<file path="config.mk">
export PLATFORM = sky130hd
export DESIGN_NAME = two_class_priority_queue
export DESIGN_NICKNAME = d
export VERILOG_FILES = /design/src/rtl/core/tcpq_pkg.sv /design/src/rtl/core/tcpq_ram.sv /design/src/rtl/core/tcpq_fifo_ctrl.sv /design/src/rtl/core/two_class_priority_queue.sv
export SDC_FILE = /design/constraint.sdc
export NUM_CORES = 1
export LEC_CHECK = 0
export ABC_AREA = 1
export BUFFER_PORTS_ARGS = -buffer_cell sky130_fd_sc_hd__buf_2
export CAP_MARGIN = 10
export CORE_ASPECT_RATIO = 2
export CORE_MARGIN = 2
export CORE_UTILIZATION = 30
export DETAILED_ROUTE_END_ITERATION = 10
export GPL_TIMING_DRIVEN = 0
export PLACE_DENSITY = 0.48
export SLEW_MARGIN = 20
export SYNTH_ARGS = -nofsm -noshare
export SYNTH_HDL_FRONTEND = slang
export SYNTH_SLANG_ARGS = --single-unit
</file>
<file path="constraint.sdc">
create_clock -name clk -period 4.9 [get_ports clk]
set_clock_uncertainty 0.15 [all_clocks]
set_input_delay 0.98 -clock clk [delete_from_list [all_inputs] [get_ports clk]]
set_output_delay 0.98 -clock clk [all_outputs]
set_load 0.03 [all_outputs]
</file>
<file path="src/rtl/core/tcpq_pkg.sv">
// Shared types and constants for the two-class priority queue.
package tcpq_pkg;

  // Fixed widths of the packet fields.
  localparam int ID_W     = 16;
  localparam int DEST_W   = 8;
  localparam int WEIGHT_W = 16;
  localparam int ENTRY_W  = ID_W + DEST_W + WEIGHT_W;

  // Heavy threshold after reset: a weight of 20 in units of one sixteenth.
  localparam logic [WEIGHT_W-1:0] THRESH_RESET = 16'd320;

  // Request codes carried on the mode field.
  localparam logic MODE_ENQ = 1'b0;
  localparam logic MODE_DEQ = 1'b1;

  typedef logic [1:0] status_t;

  // Result status codes.
  localparam status_t ST_ENQ   = 2'd0;
  localparam status_t ST_DEQ   = 2'd1;
  localparam status_t ST_EMPTY = 2'd2;
  localparam status_t ST_FULL  = 2'd3;

  // One stored packet.
  typedef struct packed {
    logic [ID_W-1:0]     id;
    logic [DEST_W-1:0]   dest;
    logic [WEIGHT_W-1:0] wt;
  } entry_t;

  // Occupancy flags of one class FIFO.
  typedef struct packed {
    logic empty;
    logic full;
  } fifo_stat_t;

endpackage

</file>
<file path="src/rtl/core/tcpq_ram.sv">
// Generic single-port-write, single-port-read RAM with registered read data.
module tcpq_ram #(
  parameter int WIDTH = 40,
  parameter int DEPTH = 16
) (
  input  logic                     clk,
  input  logic                     we,
  input  logic [$clog2(DEPTH)-1:0] waddr,
  input  logic [WIDTH-1:0]         wdata,
  input  logic                     re,
  input  logic [$clog2(DEPTH)-1:0] raddr,
  output logic [WIDTH-1:0]         rdata
);

  logic [WIDTH-1:0] mem [DEPTH];

  always_ff @(posedge clk) begin
    if (we) begin
      mem[waddr] <= wdata;
    end
    if (re) begin
      rdata <= mem[raddr];
    end
  end

endmodule

</file>
<file path="src/rtl/core/tcpq_fifo_ctrl.sv">
// Read pointer, write pointer and fill count of one class FIFO.
module tcpq_fifo_ctrl #(
  parameter int DEPTH = 16
) (
  input  logic                       clk,
  input  logic                       rst,
  input  logic                       push,
  input  logic                       pop,
  output logic [$clog2(DEPTH)-1:0]   wr_addr,
  output logic [$clog2(DEPTH)-1:0]   rd_addr,
  output tcpq_pkg::fifo_stat_t       stat
);
  import tcpq_pkg::*;

  localparam int PTR_W = $clog2(DEPTH);
  localparam int CNT_W = $clog2(DEPTH + 1);
  localparam logic [PTR_W-1:0] PTR_LAST = PTR_W'(DEPTH - 1);
  localparam logic [CNT_W-1:0] CNT_FULL = CNT_W'(DEPTH);

  logic [PTR_W-1:0] wr_ptr;
  logic [PTR_W-1:0] rd_ptr;
  logic [CNT_W-1:0] count;

  // Push and pop never arrive in the same cycle; the caller gates them
  // against full and empty.
  always_ff @(posedge clk) begin
    if (rst) begin
      wr_ptr <= '0;
      rd_ptr <= '0;
      count  <= '0;
    end else begin
      if (push) begin
        wr_ptr <= (wr_ptr == PTR_LAST) ? '0 : wr_ptr + PTR_W'(1);
        count  <= count + CNT_W'(1);
      end else if (pop) begin
        rd_ptr <= (rd_ptr == PTR_LAST) ? '0 : rd_ptr + PTR_W'(1);
        count  <= count - CNT_W'(1);
      end
    end
  end

  assign wr_addr    = wr_ptr;
  assign rd_addr    = rd_ptr;
  assign stat.empty = (count == '0);
  assign stat.full  = (count == CNT_FULL);

endmodule

</file>
<file path="src/rtl/core/two_class_priority_queue.sv">
// Top level of the two-class strict priority packet queue.
//
// Usage: each input transaction on the in channel is one request. With mode
// at enqueue, the packet (packet_id, destination, weight) joins the heavy
// class when its weight is strictly above heavy_threshold and the light class
// otherwise; a class that already holds CLASS_DEPTH packets drops it and the
// result reports full. With mode at dequeue, the oldest heavy packet leaves,
// or if there is none the oldest light one; with both classes empty the
// result reports empty. Every request gives exactly one result transaction
// on the out channel, and the packet fields of a result are zero unless the
// status is dequeued.
// The result of a request is registered and offered in the cycle after the
// request is accepted. Throughput is one request per cycle while the receiver
// takes results, set by the one write or one read that a request makes on a
// class memory. The cfg channel writes heavy_threshold and is always ready;
// the user must write it only while the queue is idle (not enforced here).
// Reset empties both classes (pointers and counts cleared, memory contents
// left as they are), clears out_valid and sets the threshold to 320.
// When the receiver stalls, the result register holds and in_ready drops, so
// no further request is taken until the pending result is taken.
module two_class_priority_queue #(
  parameter int CLASS_DEPTH = 16
) (
  input  logic                              clk,
  input  logic                              rst,
  // Request channel.
  input  logic                              in_valid,
  output logic                              in_ready,
  input  logic                              mode,
  input  logic [tcpq_pkg::ID_W-1:0]         packet_id,
  input  logic [tcpq_pkg::DEST_W-1:0]       destination,
  input  logic [tcpq_pkg::WEIGHT_W-1:0]     weight,
  // Result channel.
  output logic                              out_valid,
  input  logic                              out_ready,
  output tcpq_pkg::status_t                 status,
  output logic [tcpq_pkg::ID_W-1:0]         out_packet_id,
  output logic [tcpq_pkg::DEST_W-1:0]       out_destination,
  output logic [tcpq_pkg::WEIGHT_W-1:0]     out_weight,
  // Configuration channel.
  input  logic                              cfg_valid,
  output logic                              cfg_ready,
  input  logic [tcpq_pkg::WEIGHT_W-1:0]     cfg_data
);
  import tcpq_pkg::*;

  localparam int PTR_W = $clog2(CLASS_DEPTH);

  logic [WEIGHT_W-1:0] heavy_threshold;

  logic             accept;
  logic             is_heavy;
  logic             do_enq;
  logic             do_deq;
  logic             heavy_push;
  logic             light_push;
  logic             heavy_pop;
  logic             light_pop;
  entry_t           in_entry;
  status_t          status_next;

  fifo_stat_t       heavy_stat;
  fifo_stat_t       light_stat;
  logic [PTR_W-1:0] heavy_wr_addr;
  logic [PTR_W-1:0] heavy_rd_addr;
  logic [PTR_W-1:0] light_wr_addr;
  logic [PTR_W-1:0] light_rd_addr;
  entry_t           heavy_rdata;
  entry_t           light_rdata;

  // Result stage: status and which class memory feeds the packet fields.
  status_t          status_reg;
  logic             sel_heavy;
  entry_t           out_entry;

  // Configuration register. Writes are taken in every cycle.
  assign cfg_ready = 1'b1;

  always_ff @(posedge clk) begin
    if (rst) begin
      heavy_threshold <= THRESH_RESET;
    end else if (cfg_valid && cfg_ready) begin
      heavy_threshold <= cfg_data;
    end
  end

  // A request is taken whenever the result register is free or is being
  // emptied in this same cycle.
  assign in_ready = !out_valid || out_ready;
  assign accept   = in_valid && in_ready;

  assign is_heavy = (weight > heavy_threshold);
  assign do_enq   = accept && (mode == MODE_ENQ);
  assign do_deq   = accept && (mode == MODE_DEQ);

  // A full class drops the packet, so the push is simply suppressed.
  assign heavy_push = do_enq && is_heavy && !heavy_stat.full;
  assign light_push = do_enq && !is_heavy && !light_stat.full;

  // Strict priority: the light class is served only when no heavy packet
  // is waiting.
  assign heavy_pop = do_deq && !heavy_stat.empty;
  assign light_pop = do_deq && heavy_stat.empty && !light_stat.empty;

  assign in_entry.id   = packet_id;
  assign in_entry.dest = destination;
  assign in_entry.wt   = weight;

  always_comb begin
    if (mode == MODE_ENQ) begin
      status_next = (is_heavy ? heavy_stat.full : light_stat.full) ? ST_FULL : ST_ENQ;
    end else begin
      status_next = (heavy_stat.empty && light_stat.empty) ? ST_EMPTY : ST_DEQ;
    end
  end

  tcpq_fifo_ctrl #(
    .DEPTH (CLASS_DEPTH)
  ) u_heavy_ctrl (
    .clk     (clk),
    .rst     (rst),
    .push    (heavy_push),
    .pop     (heavy_pop),
    .wr_addr (heavy_wr_addr),
    .rd_addr (heavy_rd_addr),
    .stat    (heavy_stat)
  );

  tcpq_fifo_ctrl #(
    .DEPTH (CLASS_DEPTH)
  ) u_light_ctrl (
    .clk     (clk),
    .rst     (rst),
    .push    (light_push),
    .pop     (light_pop),
    .wr_addr (light_wr_addr),
    .rd_addr (light_rd_addr),
    .stat    (light_stat)
  );

  // The read data registers of the memories are part of the result stage:
  // they load only on a dequeue and hold while the receiver stalls, since no
  // request is taken then.
  tcpq_ram #(
    .WIDTH (ENTRY_W),
    .DEPTH (CLASS_DEPTH)
  ) u_heavy_ram (
    .clk   (clk),
    .we    (heavy_push),
    .waddr (heavy_wr_addr),
    .wdata (in_entry),
    .re    (heavy_pop),
    .raddr (heavy_rd_addr),
    .rdata (heavy_rdata)
  );

  tcpq_ram #(
    .WIDTH (ENTRY_W),
    .DEPTH (CLASS_DEPTH)
  ) u_light_ram (
    .clk   (clk),
    .we    (light_push),
    .waddr (light_wr_addr),
    .wdata (in_entry),
    .re    (light_pop),
    .raddr (light_rd_addr),
    .rdata (light_rdata)
  );

  // Result register.
  always_ff @(posedge clk) begin
    if (rst) begin
      out_valid <= 1'b0;
    end else if (in_ready) begin
      out_valid <= in_valid;
    end
  end

  always_ff @(posedge clk) begin
    if (accept) begin
      status_reg <= status_next;
      sel_heavy  <= heavy_pop;
    end
  end

  assign out_entry = sel_heavy ? heavy_rdata : light_rdata;

  // Packet fields are forced to zero unless a packet actually left.
  assign status          = status_reg;
  assign out_packet_id   = (status_reg == ST_DEQ) ? out_entry.id   : '0;
  assign out_destination = (status_reg == ST_DEQ) ? out_entry.dest : '0;
  assign out_weight      = (status_reg == ST_DEQ) ? out_entry.wt   : '0;

endmodule
</file>
==> flow_summary.yaml, run 1 <==
outcome:
  outcome: "complete, no violations"
flow_run:
  drv_cap: 0
setup_path:
  crit_fanout: 10
  crit_top_cell: "clkbuf_1"
  worst_ep_required_time_ps: 3770
  cp.arrival_ps: 3430
  cp_top_family: "buffers and inverters"
  slowest_delay_ps: 570
  crit_slowest_cell: "a21oi_1"
  critPathLaunchType: "flip-flop"
  crit_type: "reg2out"
  crit_buf_inv: 4
  cp-end-kind: "output port"
  path_cells: "clkbuf_1 > inv_1 > clkbuf_1 > nand2_1 > a21oi_1 > buf_2"
placed_design:
  dp.cells: 6529
  dp_slack_ps: 135
  dpl.hpwl_um: 144000
  routabilityCongestion: 0.855
  io_buffer_count: 104
sta:
  relSlewSlack: 0.197
  fin_crit_ps: 4560
  max_freq_mhz: 220
  worst_pin_slew_ps: 1190
  hold_viol: 0
  layout_setup_ws_ps: 345
  slew_violations: 0
  rsz0062_at_grt: "false"
  post-route-period-util: 0.930
  setup_viol: 0
clock_network:
  clock_latency_ps: 750
  cts.clk_slew.worst_paths_ps: 70
  clk_path_buf_depth: 3
  cts_buffers: 121
  cts_sinks: 1406
  cts_tree: "built"
  htree_levels: 3
  root_buffer: "clkbuf_16"
  ctsHoldBuffers: 0
floorplanning:
  num_io_pins: 107
  core_area_um2: 183000
  floorplan.initialDensity: 0.302
  die-area_um2: 188000
  die_h_um: 611
  rows: 222
  die_w_um: 307
cells_and_area:
  layout_common_cells: "edfxtp_1, nor2_1, o21ai_0, nand2_1, clkbuf_1"
  final_cell_count_no_fill: 6763
  nNetsFinal: 4396
  drive_gt1_frac: 0.115
  largestRegisters: "u_heavy_ram.mem (640), u_light_ram.mem (640)"
  nFillCells: 17700
  area_growth_pct: 16.8
  final_common_cell: "edfxtp_1"
  final_core_util: 0.353
power:
  p_per_area_nw_per_um2: 423
  p_leak_nw: 20.5
  max-vdd-ir-drop_v: 0.000289
grt:
  grt_pass1_wl_um: 278000
  gr-total-overflow: 0
  antenna_found_initial: 20
  grt_pass1_vias: 35600
  grt_max_degree: 34
  grt_use_total: 0.213
logic_synthesis:
  ys_types: 46
  dominantRegCellSynth: "edfxtp_1"
  synth_seq_area_share: 0.757
  synth-edff-count: 1363
  synth-seq-cells: 1406
  avgSynthCellArea_um2: 13.8
  syn_nets: 4098
  yosysWarnings: 0
  syn_inst: 4002
  async_reset_ff_frac: 0
  netlist_area_um2: 55200
drt:
  dr.first_iter.drc_count: 3304
  wl_per_cell_um: 30.2
  ant_nets: 0
  vias_per_cell: 5.27
  route.detailed.drc: 0
  first_pass_iters: 6
  vias: 35700
  wirelength_um: 205000
min_path:
  min_path_type: "reg2reg"
[synthesized netlist by cell type (4+ instances only)]
cell type	number	area [um^2]
edfxtp_1	1363	40900
nor2_1	742	2790
o21ai_0	509	2550
nand2_1	304	1140
clkbuf_1	168	631
nand3_1	139	696
o221ai_1	128	1120
o22ai_1	98	613
o32ai_1	94	823
a21oi_1	76	380
mux2i_1	66	661
inv_1	52	195
buf_2	51	255
dfxtp_1	43	861
o211ai_1	33	248
ha_1	32	400
buf_6	23	259
buf_4	15	113
buf_1	7	26.3
nand2_4	7	78.8
xor2_1	5	43.8
inv_2	4	15.0
nand2_2	4	25.0
o21ai_1	4	20.0
[metrics by stage]
| step | TNS [ps] | hold WS [ps] | total power, mW | instance area (um^2) |
|---|---|---|---|---|
| 2_1_floorplan | 0 | 283 | 15.8 | 55200 |
| 3_3_place_gp | -3308720 | 304 | 17.7 | 58700 |
| 3_5_place_dp | 0 | 305 | 17.8 | 60600 |
| 4_1_cts | 0 | 271 | 27.4 | 64500 |
| 5_1_grt | 0 | 297 | 28.0 | 64500 |
| 6_report | 0 | 313 | 27.3 | 64500 |
[logic make-up (layout without fill, tap and decap cells)]
family / count (synthesis) / in the layout / synth area share
AOI/OAI and AO/OA: 949 / 949 / 0.106
buffers and inverters: 328 / 730 / 0.0286
and+or+nand+nor: 1211 / 1211 / 0.0879
xor gates and xnor gates: 7 / 7 / 0.00111
DFF: 1406 / 1406 / 0.757
muxes: 66 / 66 / 0.0120
other: 1 / 8 / 0.0000679
adders and majority gates: 34 / 34 / 0.00798
[tightest hold or removal path, cell delays in order, from the launching register on]
cell     delay [ps]
dfxtp_1         300
inv_1            60
a21oi_1          60
[report_power, final]
group          total (mW)  leakage, nW  switching (mW)  internal, mW
combinational        4.04         5.97            3.06         0.980
clock                9.70         1.90            4.53          5.17
sequential           13.5         12.6          0.0938          13.4
[layout make-up]
type / count / area (um^2) / area share
timing repair buffer: 175 / 2180 / 0.0337
clock buffer: 152 / 3190 / 0.0495
clock inverter: 75 / 716 / 0.0111
antenna: 7 / 17.5 / 0.000272
inverter: 61 / 238 / 0.00369
multi-input combinational: 2268 / 12100 / 0.187
sequential: 1406 / 41800 / 0.648
buffer: 267 / 1350 / 0.0208
tap: 2352 / 2940 / 0.0456
[worst paths after layout]
check                           from  cells after the start                    end  slack (ps)
max                        sel_heavy                      6         out_weight[14]         340
min              heavy_threshold[14]                      2    heavy_threshold[14]         310
max reg2reg  u_light_ctrl.rd_addr[2]                      5  u_light_ram.rdata[26]        1370
min reg2reg      heavy_threshold[14]                      2    heavy_threshold[14]         310
[repair_timing]
action	in CTS	in global routing
buffers inserted	0	0
resized for setup	1	0
endpoints found under the setup margin	1	0
[metal layers]
metal	GRT usage	vias to the layer above	wire length, um	share of wire
li1	-	15600	-	-
met1	0.213	18200	68100	0.33
met2	0.408	1398	111000	0.54
met3	0.0230	467	8860	0.043
met4	0.149	4	16500	0.081
met5	0	-	23	0.00011
No activity file was read; power rests on OpenSTA's default activity.
==> inputs of run 2 (changes only) <==
Settings changed: CORE_ASPECT_RATIO 2 to unset, CTS_CLUSTER_SIZE set to 24, RECOVER_POWER set to 25.
==> run 2 against run 1 <==
  * Worst hold slack lost 20 ps
  * The flow now finishes with violations (max-capacitance violations, max-slew violations)
  * Global-route usage shrank 2.5 points
  * Clock power grew 14%
==> flow_summary.yaml, run 2 (same netlist as run 1, synthesis figures left out) <==
setup_path:
  reg2reg_from: "heavy_threshold[8]"
  crit_start: "sel_heavy"
  cp.arrival_ps: 3610
  worst_ep_required_time_ps: 3770
  worst-r2r-cell-count: 9
  crit_fanout: 13
  cp-end-kind: "output port"
  crit_type: "reg2out"
  critPathLaunchType: "flip-flop"
drt:
  vias_per_cell: 5.04
  vias: 34800
  first_pass_iters: 8
  route.detailed.drc: 0
  ant_nets: 0
  wl_per_cell_um: 25.9
  wirelength_um: 179000
  dr.first_iter.drc_count: 3452
grt:
  grt_pass1_vias: 34100
  grt_max_degree: 34
  antenna_found_initial: 8
  grt_pass1_wl_um: 253000
  gr-total-overflow: 0
  grt_use_total: 0.189
cells_and_area:
  final_core_util: 0.357
  final_common_cell: "edfxtp_1"
  largestRegisters: "u_heavy_ram.mem (640), u_light_ram.mem (640)"
  area_growth_pct: 18.1
  nNetsFinal: 4419
  layout_common_cells: "edfxtp_1, nor2_1, o21ai_0, nand2_1, clkbuf_1"
  drive_gt1_frac: 0.115
clock_network:
  cts.clk_slew.worst_paths_ps: 60
  root_buffer: "clkbuf_16"
  ctsHoldBuffers: 0
  clk_path_buf_depth: 3
  cts_sinks: 1406
  cts_buffers: 149
  cts_setup_buffers: 0
  clock_latency_ps: 780
  htree_levels: 4
  cts_tree: "built"
sta:
  setup_viol: 0
  fin_crit_ps: 4740
  relSlewSlack: -0.213
  rsz0062_at_grt: "false"
  post-route-period-util: 0.967
  slew_violations: 772
  worst_pin_slew_ps: 1820
  hold_viol: 0
  tns_ps: 0
  max_freq_mhz: 211
outcome:
  outcome: "complete, but fails checks"
  violations: "max-capacitance violations, max-slew violations"
floorplanning:
  core_area_um2: 183000
  die_w_um: 433
  die-area_um2: 187000
  rows: 157
  die_h_um: 433
  num_io_pins: 107
  floorplan.initialDensity: 0.302
flow_run:
  drv_cap: 24
placed_design:
  routabilityCongestion: 0.834
  dpl.hpwl_um: 124000
  io_buffer_count: 104
min_path:
  hp-start: "cfg_data[8]"
  hold_depth: 3
  min_path_type: "in2reg"
power:
  max-vdd-ir-drop_v: 0.000357
  p_per_area_nw_per_um2: 435
  p_leak_nw: 20.7
## run 2: cell count changes in the layout (fill, tap and decap cells not counted), moves of 2 or more
cell       delta
buf_12       +12
buf_16       -16
clkinv_16     -2
clkbuf_8      +3
buf_2        -23
inv_8         -2
clkbuf_16    +36
clkbuf_1     +38
diode_2       -3
clkinv_1      -6
clkinv_8      -2
## run 2: where the power goes
part,leakage (nW),total [mW],internal [mW],switching (mW)
registers,12.6,13.5,13.4,0.0725
logic,5.80,3.76,0.965,2.79
clock network,2.31,11.1,6.43,4.66
## run 2: routing by layer
layer  track usage  vias to the layer above  wire length, um
met1         0.253                    17700            77100
met3        0.0275                      254            10100
met2         0.311                     1162            85600
li1              -                    15700                -
met4        0.0665                        4             5700
met5             0                        -               30
## run 2: path summary, 6_finish.rpt
| path | slack, ps | to |
|---|---|---|
| setup / recovery | 160 | out_weight[5] |
| hold / removal | 290 | heavy_threshold[8] |
| setup reg to reg | 890 | u_light_ram.mem[6][11] |
| hold reg to reg | 320 | heavy_threshold[4] |
## run 2: area by class of cell
type | instances | area (um^2)
Clock buffer | 205 | 4190
Clock inverter | 62 | 531
Fill cell | 17700 | 118000
Buffer | 266 | 1340
Antenna cell | 4 | 10.0
Sequential cell | 1406 | 41800
Inverter | 61 | 238
Timing Repair Buffer | 171 | 1940
Tap cell | 2464 | 3080
Multi-Input combinational cell | 2268 | 12100
## run 2: what timing repair did
action / in CTS / in global routing
gates resized for setup: 0 / 2
gates cloned: 0 / 0
endpoints found under the setup margin: 2 / 1
pin swaps: 0 / 0
## run 2: worst max-delay path: stages, from the launching register on
cell and delay, ps:
edfxtp_1 540, clkbuf_1 230, inv_1 590, clkbuf_1 430, nand2_1 160, a21oi_1 560
buf_2 320
## run 2: per-stage QoR
stage	hold WS, ps	setup WS, ps	power [mW]	cell area [um^2]	instances
finish	293	161	28.4	65200	6907
global placement	302	-3340	17.5	58800	6570
CTS	234	98.3	28.6	65200	6903
global route	271	47.5	29.3	65200	6906
detailed placement	310	-479	17.6	60500	6637
floorplan	283	473	15.8	55200	4002
